File: config.mk
export PLATFORM = sky130hd
export DESIGN_NAME = gift_wrap_convex_hull
export DESIGN_NICKNAME = d
export VERILOG_FILES = /design/src/hdl/gwch_pkg.sv /design/src/hdl/gift_wrap_convex_hull.sv /design/src/hdl/gwch_store.sv /design/src/hdl/gwch_turn.sv
export SDC_FILE = /design/constraint.sdc
export NUM_CORES = 2
export LEC_CHECK = 0
export BUFFER_PORTS_ARGS = -buffer_cell sky130_fd_sc_hd__buf_2
export CAP_MARGIN = 10
export CORE_AREA = 2 2 464 466
export CTS_BUF_LIST = sky130_fd_sc_hd__clkbuf_4 sky130_fd_sc_hd__clkbuf_8
export CTS_CLUSTER_DIAMETER = 100
export DETAILED_ROUTE_END_ITERATION = 8
export DIE_AREA = 0 0 466 468
export GPL_TIMING_DRIVEN = 1
export HOLD_SLACK_MARGIN = 0.1
export PLACE_DENSITY = 0.65
export SKIP_CTS_REPAIR_TIMING = 1
export SLEW_MARGIN = 20
export SYNTH_ARGS = -nofsm -noshare
export SYNTH_HDL_FRONTEND = slang
export SYNTH_HIERARCHICAL = 1
export SYNTH_SLANG_ARGS = --single-unit
File: constraint.sdc
create_clock -name clock -period 15.2 [get_ports clock]
set_input_delay 3.04 -clock clock [delete_from_list [all_inputs] [get_ports clock]]
set_output_delay 3.04 -clock clock [all_outputs]
set_load 0.03 [all_outputs]
File: src/hdl/gwch_pkg.sv
package gwch_pkg;

   // default sizing of the point store and the coordinate datapath
   localparam int MAX_POINTS_DEF  = 64;
   localparam int COORD_BITS_DEF  = 16;

   // width of a coordinate on the stream ports
   localparam int IO_COORD_BITS   = 16;

   // smallest set that can form a hull
   localparam int MIN_HULL_POINTS = 3;

   // status from the orientation unit back to the sequencer
   typedef struct packed {
      logic done;
      logic neg;
   } turn_rsp_type;

endpackage

File: src/hdl/gift_wrap_convex_hull.sv
// Gift-wrap convex hull. Points stream in one request per cycle while the request side
// is ready and are kept in an on-chip store of MAX_POINTS entries; a request with tlast
// set closes the set and starts the hull. Points past capacity are dropped and reported
// on every result of that set. Fewer than three stored points give a single empty
// result. Otherwise the block finds the leftmost point (earliest on ties), then for
// each hull vertex reads every stored point once and runs an orientation test on a
// shared multiply unit; each test is paced by the single store read port and the one
// multiplier taking both cross-product terms. The request side is not ready while the
// hull is computed; results leave through an output register.
module gift_wrap_convex_hull
   import gwch_pkg::*;
#(
   parameter int MAX_POINTS = MAX_POINTS_DEF,
   parameter int COORD_BITS = COORD_BITS_DEF
) (
   input  logic        clock,
   input  logic        reset,
   input  logic        req_tvalid,
   output logic        req_tready,
   input  logic [31:0] req_tdata,  // point_x[15:0], point_y[31:16]
   input  logic        req_tlast,  // last_point
   output logic        rsp_tvalid,
   input  logic        rsp_tready,
   output logic [31:0] rsp_tdata,  // hull_x[15:0], hull_y[31:16]
   output logic        rsp_tlast,  // last_vertex
   output logic [1:0]  rsp_tuser   // hull_empty[0], points_dropped[1]
);

   localparam int IW = $clog2(MAX_POINTS);
   localparam int CW = $clog2(MAX_POINTS + 1);
   localparam int WB = (COORD_BITS > IO_COORD_BITS) ? COORD_BITS : IO_COORD_BITS;

   typedef enum logic [9:0] {
      S_LOAD     = 10'b00_0000_0001,
      S_EMPTY    = 10'b00_0000_0010,
      S_MIN_RD   = 10'b00_0000_0100,
      S_MIN_CMP  = 10'b00_0000_1000,
      S_NXT_RD   = 10'b00_0001_0000,
      S_NXT_LD   = 10'b00_0010_0000,
      S_TST_RD   = 10'b00_0100_0000,
      S_TST_GO   = 10'b00_1000_0000,
      S_TST_WAIT = 10'b01_0000_0000,
      S_EMIT     = 10'b10_0000_0000
   } state_type;

   state_type state_ff, state_in;

   logic [CW-1:0] count_ff, count_in;
   logic          ovf_ff, ovf_in;
   logic [CW-1:0] scan_ff, scan_in;
   logic [CW-1:0] emit_cnt_ff, emit_cnt_in;
   logic [IW-1:0] cur_idx_ff, cur_idx_in;
   logic [IW-1:0] start_idx_ff, start_idx_in;
   logic [IW-1:0] nxt_idx_ff, nxt_idx_in;

   logic signed [COORD_BITS-1:0] cur_x_ff, cur_x_in, cur_y_ff, cur_y_in;
   logic signed [COORD_BITS-1:0] nxt_x_ff, nxt_x_in, nxt_y_ff, nxt_y_in;
   logic signed [COORD_BITS-1:0] b_x_ff, b_x_in, b_y_ff, b_y_in;

   logic                     rsp_valid_ff, rsp_valid_in;
   logic [IO_COORD_BITS-1:0] out_x_ff, out_x_in, out_y_ff, out_y_in;
   logic                     out_last_ff, out_last_in;
   logic                     out_empty_ff, out_empty_in;
   logic                     out_drop_ff, out_drop_in;
   logic                     out_wr;

   logic                 req_accept;
   logic                 store_wr;
   logic [WB-1:0]        wide_x, wide_y;
   logic [COORD_BITS-1:0] in_x, in_y;
   logic [IW-1:0]        rd_addr;
   logic [COORD_BITS-1:0] rd_x, rd_y;
   logic signed [COORD_BITS-1:0] rd_xs, rd_ys;
   logic signed [WB-1:0] cur_x_wide, cur_y_wide;
   logic [CW-1:0]        count_new;
   logic [CW-1:0]        cur_p1, scan_p1;
   logic [IW-1:0]        wrap_idx;
   logic                 scan_end;
   logic                 out_free;
   logic                 is_last;
   turn_rsp_type         turn_rsp;

   // incoming coordinates taken as COORD_BITS two's complement
   assign wide_x = WB'(req_tdata[15:0]);
   assign wide_y = WB'(req_tdata[31:16]);
   assign in_x   = wide_x[COORD_BITS-1:0];
   assign in_y   = wide_y[COORD_BITS-1:0];

   assign req_tready = (state_ff == S_LOAD);
   assign req_accept = req_tvalid && req_tready;
   assign store_wr   = req_accept && (count_ff < CW'(MAX_POINTS));
   assign count_new  = store_wr ? count_ff + CW'(1) : count_ff;

   // index helpers for the wrap
   assign cur_p1   = CW'(cur_idx_ff) + CW'(1);
   assign wrap_idx = (cur_p1 == count_ff) ? '0 : cur_p1[IW-1:0];
   assign scan_p1  = scan_ff + CW'(1);
   assign scan_end = (scan_p1 == count_ff);
   assign rd_addr  = (state_ff == S_NXT_RD) ? wrap_idx : scan_ff[IW-1:0];

   assign out_free = !rsp_valid_ff || rsp_tready;
   assign is_last  = (nxt_idx_ff == start_idx_ff) ||
                     (emit_cnt_ff == CW'(MAX_POINTS - 1));

   assign rd_xs = rd_x;
   assign rd_ys = rd_y;

   // result coordinates back to port width
   assign cur_x_wide = WB'(cur_x_ff);
   assign cur_y_wide = WB'(cur_y_ff);

   gwch_store #(
      .DEPTH      (MAX_POINTS),
      .COORD_BITS (COORD_BITS)
   ) u_store (
      .clock   (clock),
      .wr_en   (store_wr),
      .wr_addr (count_ff[IW-1:0]),
      .wr_x    (in_x),
      .wr_y    (in_y),
      .rd_addr (rd_addr),
      .rd_x    (rd_x),
      .rd_y    (rd_y)
   );

   gwch_turn #(
      .COORD_BITS (COORD_BITS)
   ) u_turn (
      .clock (clock),
      .reset (reset),
      .start (state_ff == S_TST_GO),
      .ax    (cur_x_ff),
      .ay    (cur_y_ff),
      .bx    (rd_xs),
      .by    (rd_ys),
      .cx    (nxt_x_ff),
      .cy    (nxt_y_ff),
      .rsp   (turn_rsp)
   );

   // sequencer
   always_comb begin
      state_in     = state_ff;
      count_in     = count_ff;
      ovf_in       = ovf_ff;
      scan_in      = scan_ff;
      emit_cnt_in  = emit_cnt_ff;
      cur_idx_in   = cur_idx_ff;
      start_idx_in = start_idx_ff;
      nxt_idx_in   = nxt_idx_ff;
      cur_x_in     = cur_x_ff;
      cur_y_in     = cur_y_ff;
      nxt_x_in     = nxt_x_ff;
      nxt_y_in     = nxt_y_ff;
      b_x_in       = b_x_ff;
      b_y_in       = b_y_ff;
      out_wr       = 1'b0;
      out_x_in     = out_x_ff;
      out_y_in     = out_y_ff;
      out_last_in  = out_last_ff;
      out_empty_in = out_empty_ff;
      out_drop_in  = out_drop_ff;

      case (state_ff)
         S_LOAD: begin
            if (req_accept) begin
               count_in = count_new;
               if (!store_wr) ovf_in = 1'b1;
               if (req_tlast) begin
                  scan_in = '0;
                  if (count_new < CW'(MIN_HULL_POINTS)) begin
                     state_in = S_EMPTY;
                  end else begin
                     state_in = S_MIN_RD;
                  end
               end
            end
         end
         S_EMPTY: begin
            if (out_free) begin
               out_wr       = 1'b1;
               out_x_in     = '0;
               out_y_in     = '0;
               out_last_in  = 1'b1;
               out_empty_in = 1'b1;
               out_drop_in  = ovf_ff;
               count_in     = '0;
               ovf_in       = 1'b0;
               state_in     = S_LOAD;
            end
         end
         S_MIN_RD: state_in = S_MIN_CMP;
         S_MIN_CMP: begin
            if (scan_ff == '0 || rd_xs < cur_x_ff) begin
               cur_x_in     = rd_xs;
               cur_y_in     = rd_ys;
               cur_idx_in   = scan_ff[IW-1:0];
               start_idx_in = scan_ff[IW-1:0];
            end
            if (scan_end) begin
               emit_cnt_in = '0;
               state_in    = S_NXT_RD;
            end else begin
               scan_in  = scan_p1;
               state_in = S_MIN_RD;
            end
         end
         S_NXT_RD: state_in = S_NXT_LD;
         S_NXT_LD: begin
            nxt_idx_in = wrap_idx;
            nxt_x_in   = rd_xs;
            nxt_y_in   = rd_ys;
            scan_in    = '0;
            state_in   = S_TST_RD;
         end
         S_TST_RD: state_in = S_TST_GO;
         S_TST_GO: begin
            b_x_in   = rd_xs;
            b_y_in   = rd_ys;
            state_in = S_TST_WAIT;
         end
         S_TST_WAIT: begin
            if (turn_rsp.done) begin
               if (turn_rsp.neg) begin
                  nxt_idx_in = scan_ff[IW-1:0];
                  nxt_x_in   = b_x_ff;
                  nxt_y_in   = b_y_ff;
               end
               if (scan_end) begin
                  state_in = S_EMIT;
               end else begin
                  scan_in  = scan_p1;
                  state_in = S_TST_RD;
               end
            end
         end
         S_EMIT: begin
            if (out_free) begin
               out_wr       = 1'b1;
               out_x_in     = cur_x_wide[IO_COORD_BITS-1:0];
               out_y_in     = cur_y_wide[IO_COORD_BITS-1:0];
               out_last_in  = is_last;
               out_empty_in = 1'b0;
               out_drop_in  = ovf_ff;
               if (is_last) begin
                  count_in = '0;
                  ovf_in   = 1'b0;
                  state_in = S_LOAD;
               end else begin
                  cur_idx_in  = nxt_idx_ff;
                  cur_x_in    = nxt_x_ff;
                  cur_y_in    = nxt_y_ff;
                  emit_cnt_in = emit_cnt_ff + CW'(1);
                  state_in    = S_NXT_RD;
               end
            end
         end
         default: state_in = S_LOAD;
      endcase
   end

   // output register valid
   always_comb begin
      if (out_wr) begin
         rsp_valid_in = 1'b1;
      end else if (rsp_tready) begin
         rsp_valid_in = 1'b0;
      end else begin
         rsp_valid_in = rsp_valid_ff;
      end
   end

   // control state
   always_ff @(posedge clock) begin
      if (reset) begin
         state_ff     <= S_LOAD;
         count_ff     <= '0;
         ovf_ff       <= 1'b0;
         rsp_valid_ff <= 1'b0;
      end else begin
         state_ff     <= state_in;
         count_ff     <= count_in;
         ovf_ff       <= ovf_in;
         rsp_valid_ff <= rsp_valid_in;
      end
   end

   // walk registers and result payload
   always_ff @(posedge clock) begin
      scan_ff      <= scan_in;
      emit_cnt_ff  <= emit_cnt_in;
      cur_idx_ff   <= cur_idx_in;
      start_idx_ff <= start_idx_in;
      nxt_idx_ff   <= nxt_idx_in;
      cur_x_ff     <= cur_x_in;
      cur_y_ff     <= cur_y_in;
      nxt_x_ff     <= nxt_x_in;
      nxt_y_ff     <= nxt_y_in;
      b_x_ff       <= b_x_in;
      b_y_ff       <= b_y_in;
      out_x_ff     <= out_x_in;
      out_y_ff     <= out_y_in;
      out_last_ff  <= out_last_in;
      out_empty_ff <= out_empty_in;
      out_drop_ff  <= out_drop_in;
   end

   assign rsp_tvalid = rsp_valid_ff;
   assign rsp_tdata  = {out_y_ff, out_x_ff};
   assign rsp_tlast  = out_last_ff;
   assign rsp_tuser  = {out_drop_ff, out_empty_ff};

   // orientation results only arrive while the sequencer waits for them
   a_turn_done_in_wait: assert property (@(posedge clock) disable iff (reset)
      turn_rsp.done |-> state_ff == S_TST_WAIT)
      else $error("orientation result outside the wait state");

   // an empty result is a single zero vertex that closes the hull
   a_empty_is_zero_last: assert property (@(posedge clock) disable iff (reset)
      rsp_tvalid && rsp_tuser[0] |-> rsp_tlast && rsp_tdata == '0)
      else $error("empty result not zero or not last");

   // candidate scan stays inside the loaded set
   a_scan_in_set: assert property (@(posedge clock) disable iff (reset)
      state_ff == S_TST_WAIT |-> scan_ff < count_ff)
      else $error("scan index beyond the stored points");

   // closing a set stops further requests
   a_last_closes_set: assert property (@(posedge clock) disable iff (reset)
      req_tvalid && req_tready && req_tlast |=> !req_tready)
      else $error("request taken right after the last point");

endmodule

File: src/hdl/gwch_store.sv
module gwch_store
   import gwch_pkg::*;
#(
   parameter int DEPTH      = MAX_POINTS_DEF,
   parameter int COORD_BITS = COORD_BITS_DEF
) (
   input  logic                          clock,
   input  logic                          wr_en,
   input  logic [$clog2(DEPTH)-1:0]      wr_addr,
   input  logic [COORD_BITS-1:0]         wr_x,
   input  logic [COORD_BITS-1:0]         wr_y,
   input  logic [$clog2(DEPTH)-1:0]      rd_addr,
   output logic [COORD_BITS-1:0]         rd_x,
   output logic [COORD_BITS-1:0]         rd_y
);

   logic [2*COORD_BITS-1:0] mem_ff [DEPTH];
   logic [2*COORD_BITS-1:0] rd_data_ff;

   // one write port, one registered read port
   always_ff @(posedge clock) begin
      if (wr_en) begin
         mem_ff[wr_addr] <= {wr_y, wr_x};
      end
      rd_data_ff <= mem_ff[rd_addr];
   end

   assign rd_x = rd_data_ff[COORD_BITS-1:0];
   assign rd_y = rd_data_ff[2*COORD_BITS-1:COORD_BITS];

endmodule

File: src/hdl/gwch_turn.sv
module gwch_turn
   import gwch_pkg::*;
#(
   parameter int COORD_BITS = COORD_BITS_DEF
) (
   input  logic                         clock,
   input  logic                         reset,
   input  logic                         start,
   input  logic signed [COORD_BITS-1:0] ax,
   input  logic signed [COORD_BITS-1:0] ay,
   input  logic signed [COORD_BITS-1:0] bx,
   input  logic signed [COORD_BITS-1:0] by,
   input  logic signed [COORD_BITS-1:0] cx,
   input  logic signed [COORD_BITS-1:0] cy,
   output turn_rsp_type                 rsp
);

   localparam int DW = COORD_BITS + 1;
   localparam int PW = 2 * DW;

   typedef enum logic [3:0] {
      T_IDLE = 4'b0001,
      T_MUL1 = 4'b0010,
      T_MUL2 = 4'b0100,
      T_DONE = 4'b1000
   } phase_type;

   phase_type phase_ff, phase_in;

   logic signed [DW-1:0] d1_ff, d2_ff, d3_ff, d4_ff;
   logic signed [PW-1:0] p1_ff, p2_ff;
   logic signed [DW-1:0] op_a, op_b;
   logic signed [PW-1:0] prod;

   // phase sequencing: latch differences, two products, then report
   always_comb begin
      phase_in = phase_ff;
      case (phase_ff)
         T_IDLE: begin
            if (start) phase_in = T_MUL1;
         end
         T_MUL1: phase_in = T_MUL2;
         T_MUL2: phase_in = T_DONE;
         T_DONE: phase_in = T_IDLE;
         default: phase_in = T_IDLE;
      endcase
   end

   always_ff @(posedge clock) begin
      if (reset) begin
         phase_ff <= T_IDLE;
      end else begin
         phase_ff <= phase_in;
      end
   end

   // single shared multiplier, operands picked by phase
   assign op_a = (phase_ff == T_MUL1) ? d1_ff : d3_ff;
   assign op_b = (phase_ff == T_MUL1) ? d2_ff : d4_ff;
   assign prod = PW'(op_a) * PW'(op_b);

   always_ff @(posedge clock) begin
      if (start && phase_ff == T_IDLE) begin
         d1_ff <= DW'(by) - DW'(ay);
         d2_ff <= DW'(cx) - DW'(bx);
         d3_ff <= DW'(bx) - DW'(ax);
         d4_ff <= DW'(cy) - DW'(by);
      end
      if (phase_ff == T_MUL1) p1_ff <= prod;
      if (phase_ff == T_MUL2) p2_ff <= prod;
   end

   // cross product is negative exactly when the first product is smaller
   assign rsp.done = (phase_ff == T_DONE);
   assign rsp.neg  = (p1_ff < p2_ff);

endmodule

Word level (Yosys, flattened, before mapping)
Memory sizes are Yosys's and may differ from the RTL's. A register that Yosys moved wholly into a read port is not among the register bits.
Cells that the tools add are included.
{"block": "totals", "ff_bits": 322, "ram_bits": 2048, "out_inout_bits": 37, "mem_count": 1}
{"memory": "u_store.mem_ff", "depth": 64, "width": 32, "read_ports": 1, "rd_clocked_by_memory_dff": 1, "wr": 1, "line": "gwch_store.sv:17", "source": "logic [2*COORD_BITS-1:0] mem_ff [DEPTH];"}
{"block": "op_classes", "addsub": 8, "mul": 1, "order_cmp": 4, "n_eq_ne": 30, "muxes": 73, "n_reduce_logical": 25}
{"cell": "$mux 16", "n": 13}
{"cell": "$pmux 16 s2", "n": 6}
{"cell": "$pmux 10 s10", "n": 1}
{"cell": "$mux 7", "n": 12}
{"cell": "$sub 16x16->17", "n": 4}
{"cell": "$mux 10", "n": 6}
{"cell": "$mux 6", "n": 7}
{"cell": "$lt 34x34->1", "n": 1}
{"cell": "$mul 17x17->34", "n": 1}
{"cell": "$mux 17", "n": 2}
{"cell": "$pmux 7 s4", "n": 1}
{"cell": "$pmux 6 s2", "n": 2}
{"cell": "$add 7x1->7 const B", "n": 3}
{"cell": "$pmux 7 s3", "n": 1}
{"cell": "$ne 2x2->1 const B", "n": 9}
{"cell": "$lt 16x16->1", "n": 1}
{"cell": "$eq 7x7->1", "n": 2}
{"cell": "$pmux 7 s2", "n": 1}
{"cell": "$mux 1", "n": 13}
{"cell": "$pmux 4 s3", "n": 1}
{"cell": "$reduce_and 4->1", "n": 3}
{"cell": "$eq 10x1->1 const B", "n": 1}
{"cell": "$eq 10x10->1 const B", "n": 1}
{"cell": "$eq 10x2->1 const B", "n": 1}
{"cell": "other kinds (34)", "n": 48}

Longest topological paths before layout
{"block": "depth", "depth_word": 9, "mapped_depth": 29}

Hierarchy
Netlist, hierarchy kept.
{"module": "gwch_store", "n_inst": 1, "cells_each": 3421, "area_per_inst_um2": 78491.5, "seq_area_each_um2": 62139.6}
{"module": "gwch_turn", "n_inst": 1, "cells_each": 1964, "area_per_inst_um2": 19190.9, "seq_area_each_um2": 4164.0}
{"module": "gift_wrap_convex_hull", "n_inst": 1, "cells_each": 707, "area_per_inst_um2": 8421.8, "seq_area_each_um2": 5275.1}

Worst setup path before layout
Ideal clock, no wire load.
{"block": "synth_path", "path_kind": "register -> register", "from": "register state_ff[4]", "to": "register u_turn.d1_ff[0], enable pin", "setup_time_ps": 578, "arrival_time_ps": 9697, "t_required_ps": 14622, "slack_ps": 4925, "path_stages_with_launch": 7, "period_less_slack_ps": 10275, "cell_sequence": "dfxtp_1 > clkbuf_1 > nor4_1 > nand2_1 > nor4b_1 > nand3b_1 > nor3_1"}
{"block": "synth_via", "elab_chain_len": 2}
{"element": "from (decl)", "line": "gift_wrap_convex_hull.sv:46", "source": "state_type state_ff, state_in;"}
{"element": "from (signal assigned)", "line": "gift_wrap_convex_hull.sv:281", "source": "state_ff <= state_in;"}
{"element": "$eq 10x8->1", "line": "gift_wrap_convex_hull.sv:131", "source": ".start (state_ff == S_TST_GO),"}
{"element": "$logic_and 1x1->1", "line": "gwch_turn.sv:63", "source": "if (start && phase_ff == T_IDLE) begin"}
{"element": "to (signal assigned)", "line": "gwch_turn.sv:64", "source": "d1_ff <= DW'(by) - DW'(ay);"}
{"element": "to (decl)", "line": "gwch_turn.sv:30", "source": "logic signed [DW-1:0] d1_ff, d2_ff, d3_ff, d4_ff;"}
No other way between the ends.
A chain may end at the register's enable or synchronous reset.

Worst setup path after layout
{"block": "layout_path", "from": "register u_turn.phase_ff[1]", "to": "register u_turn.p2_ff[32] (data pin)"}
{"block": "layout_via", "elab_chain_len": 3}
{"element": "from (decl)", "line": "gwch_turn.sv:28", "source": "phase_type phase_ff, phase_in;"}
{"element": "from (signal assigned)", "line": "gwch_turn.sv:53", "source": "phase_ff <= phase_in;"}
{"element": "$eq 4x2->1 (*)", "line": "gwch_turn.sv:58, gwch_turn.sv:59"}
{"element": "$mux 17, on equally long branches", "line": "gwch_turn.sv:58, gwch_turn.sv:59"}
{"element": "$mul 17x17->34 (*)", "line": "gwch_turn.sv:60", "source": "assign prod = PW'(op_a) * PW'(op_b);"}
{"element": "named net u_turn.prod[32]", "line": "gwch_turn.sv:33", "source": "logic signed [PW-1:0] prod;"}
{"element": "to (signal assigned)", "line": "gwch_turn.sv:70", "source": "if (phase_ff == T_MUL2) p2_ff <= prod;"}
{"element": "to (decl)", "line": "gwch_turn.sv:31", "source": "logic signed [PW-1:0] p1_ff, p2_ff;"}
The timed path passes the listed nets; every way through them passes the cells marked *.

==> reports/qor.txt <==
CP Max Fanout: 57
Internal power: 11.1 mW
# fillers: 16489
CP endpoint kind: flop
Register area share after synthesis: 67.5%
HP Start: b_y_ff[7]
CP Class: reg2reg
R2R cell count: 27
Wire per inst: 28.9 um
Core ar.: 213000 um2
Avg Inst Size Synth: 17.4 um2
Post-synthesis net count: 6631
Post-synth EDFFs: 2347
Clock sinks: 2402
Max clock buf depth: 4
FMAX: 0.107 GHz
Period utilisation layout: 61.5%
NetSw: 3.73 mW
Fin area: 118000 um2
RSZ-0062 raised after global routing: false
Largest net degree at the start of global routing: 120
Die width: 466 um
Share of cells above drive strength 1: 23.2%
Vias in the first global route: 58600
WP data arrival: 10.06 ns
Pre-Repair DR Iteration Count: 6
Clock Tree Root: clkbuf_8
Placed cell area: 111000 um2
Hold Crit Depth: 1
Die ar.: 218000 um2
Minimum clock period: 9.34 ns
Hold Violations, Final: 0
Synth top area share: 66.4%
First-pass GRT wire length: 404000 um
Static leakage: 40.7 nW
Ports: 74
Logic pwr share: 12.4%
CTS tree: yes
Most used DFF post-synth: edfxtp_1
Routed wire length: 278000 um
Flop2flop setup slack: 5.86 ns
First DRT Iteration DRCs: 7397
DP HPWL: 170000 um
WL met2: 132000 um
GPL Wtd Cong: 0.915
Worst Skew: 0.129 ns
Slew Viols, Final: 0
WP buf/inv: 8
Data required time of the critical path: 15.92 ns
RR Endpoint: u_turn/p2_ff[32]
Finish-stage setup viols: 0
Top layer in use: met5
Clock power share: 36.8%
Initial Util: 49.7%
Most common cell in the netlist: edfxtp_1
Final WS setup: 5.86 ns
Sequential power share: 50.8%
Max-cap violations: 0
Pwr per Cell Area: 125 nW/um2
Worst slack, placed: 6.06 ns
H-tree lvl count: 5
Yosys reg bits: 2402
Final nets: 7023
Yosys warns: 6
Post-route ant nets: 0
Clock transition at path regs: 0.06 ns
Ranking of synthesized cells by area: edfxtp_1 (66%), mux4_2 (10%), fa_1 (5.7%)
Distinct cells, synth: 82
Peak supply drop: 0.000107 V
Layout area overhead: 11.4%
Hold endpoint: nxt_y_ff[7]
Post-Syn Instances: 6092
Slew at the pin closest to its max-slew limit: 1.13 ns
Setup TNS: 0 ns
Switching Share: 25.2%
Num CTS Buffers: 402
Ys async rst share: 0%
Hold Path Class: reg2reg
Worst path max stage delay: 0.88 ns
Status: finished, final reports clean
DRC violations left: 0
Initial antenna violation count: 16
PortBufs: 73
Via count: 57782
Via density: 6.01
Site Rows: 170
Synth area leader: edfxtp_1
Routed length on met1: 111000 um
Metal3 WL: 26900 um
Delay-heaviest family, CP: adder cells
Slew HR: 22.5%
Clock Latency Late Sink: 1.07 ns
Startpoint types: flop
Critical path's slowest cell: mux2i_1
Hold WS: 0.482 ns
Die extent in y: 468 um
FF-to-FF Start: u_turn/phase_ff[1]
Cell Area, Synth: 106000 um2
Synth top cells by count: edfxtp_1 (2347), mux4_2 (490), inv_1 (455)
Overflow left after global routing: 0
GRT Total Usage: 25.7%
[how the worst max path moves through the flow]
| stage | start | to | slack [ns] | cells past startpoint |
|---|---|---|---|---|
| floorplan | state_ff[4] | u_turn/d1_ff[0] | 4.93 | 6 |
| global placement | u_turn/phase_ff[1] | u_turn/p1_ff[33] | 6.22 | 27 |
| detailed placement | u_turn/phase_ff[1] | u_turn/p1_ff[32] | 6.06 | 27 |
| CTS | u_turn/phase_ff[1] | u_turn/p2_ff[32] | 5.91 | 27 |
| global route | u_turn/phase_ff[1] | u_turn/p1_ff[32] | 5.11 | 27 |
| finish | u_turn/phase_ff[1] | u_turn/p2_ff[32] | 5.86 | 27 |
[cell type report]
cell class	instances	area, um2	area share, %
Sequential cell	2402	71600	60.5
Multi-Input combinational cell	2969	32100	27.1
Clock buffer	580	6970	5.89
Tap cell	2838	3550	3.00
Timing Repair Buffer	254	1770	1.50
Inverter	455	1710	1.44
Clock inverter	108	562	0.475
Antenna cell	3	7.51	0.00635
[state kept, by name, summed over array words and instances (netlist names), 10 cells and up]
name,cells
state_ff,10
nxt_x_ff,16
u_turn/d4_ff,17
out_x_ff,16
cur_y_ff,16
nxt_y_ff,16
cur_x_ff,16
u_turn/d2_ff,17
u_turn/p1_ff,34
out_y_ff,16
u_store/rd_data_ff,32
u_store/mem_ff,2048
b_y_ff,16
u_turn/d1_ff,17
u_turn/p2_ff,34
b_x_ff,16
u_turn/d3_ff,17
[power by group through the flow]
stage	registers, mW	logic, mW	clock network (mW)
finish	7.51	1.84	5.45
global route	7.52	1.96	5.81
CTS	7.51	1.83	5.54
detailed placement	7.65	1.83	0
global placement	7.64	1.80	0
floorplan	7.61	1.16	0
[metrics by stage]
step / instances / power [mW] / utilization [%]
global route: 9607 / 15.3 / 55.4
CTS: 9606 / 14.9 / 55.4
floorplan: 6092 / 8.77 / -
finish: 9609 / 14.8 / 55.4
detailed placement: 8918 / 9.47 / 51.9
global placement: 8918 / 9.44 / 51.9
[logic make-up (layout without fill, tap and decap cells)]
logic type	after synthesis	after routing	synth area share (%)
flops	2402	2402	67.5
simple gates	1088	1088	4.68
buf+inv	721	1397	2.98
mux	665	665	12.1
compound gates	605	605	3.79
fa+ha+maj	502	502	8.04
xor+xnor	109	109	0.900
other cells	0	3	0
[routing by layer]
| metal | global-route usage (%) | up-vias |
|---|---|---|
| met5 | 0 | - |
| met4 | 8.17 | 4 |
| met3 | 5.04 | 455 |
| met2 | 40.6 | 2813 |
| met1 | 36.3 | 30222 |
| li1 | - | 24288 |
[placed cells by master, fill, tap and decap left out, drive strengths merged, types with 17 or more instances in the layout]
cell | netlist | layout
nand3 | 68 | 68
nand4 | 18 | 18
o21a | 39 | 39
nand2 | 349 | 349
nand2b | 41 | 41
clkinv | 0 | 94
o21ai | 101 | 101
clkbuf | 110 | 580
edfxtp | 2347 | 2347
nor2 | 360 | 360
or3 | 17 | 17
and3 | 22 | 22
nor2b | 47 | 47
a21oi | 97 | 97
xor2 | 36 | 36
nor3 | 59 | 59
a22oi | 64 | 64
mux4 | 490 | 490
mux2 | 79 | 79
ha | 202 | 202
a21o | 22 | 22
o221ai | 26 | 26
nor4 | 32 | 32
inv | 455 | 456
buf | 155 | 254
and2 | 30 | 30
fa | 300 | 300
dfxtp | 55 | 55
a31oi | 17 | 17
mux2i | 96 | 96
xnor2 | 73 | 73
a211oi | 39 | 39
o22ai | 122 | 122
Note: power is estimated with default switching activity, not from simulation.
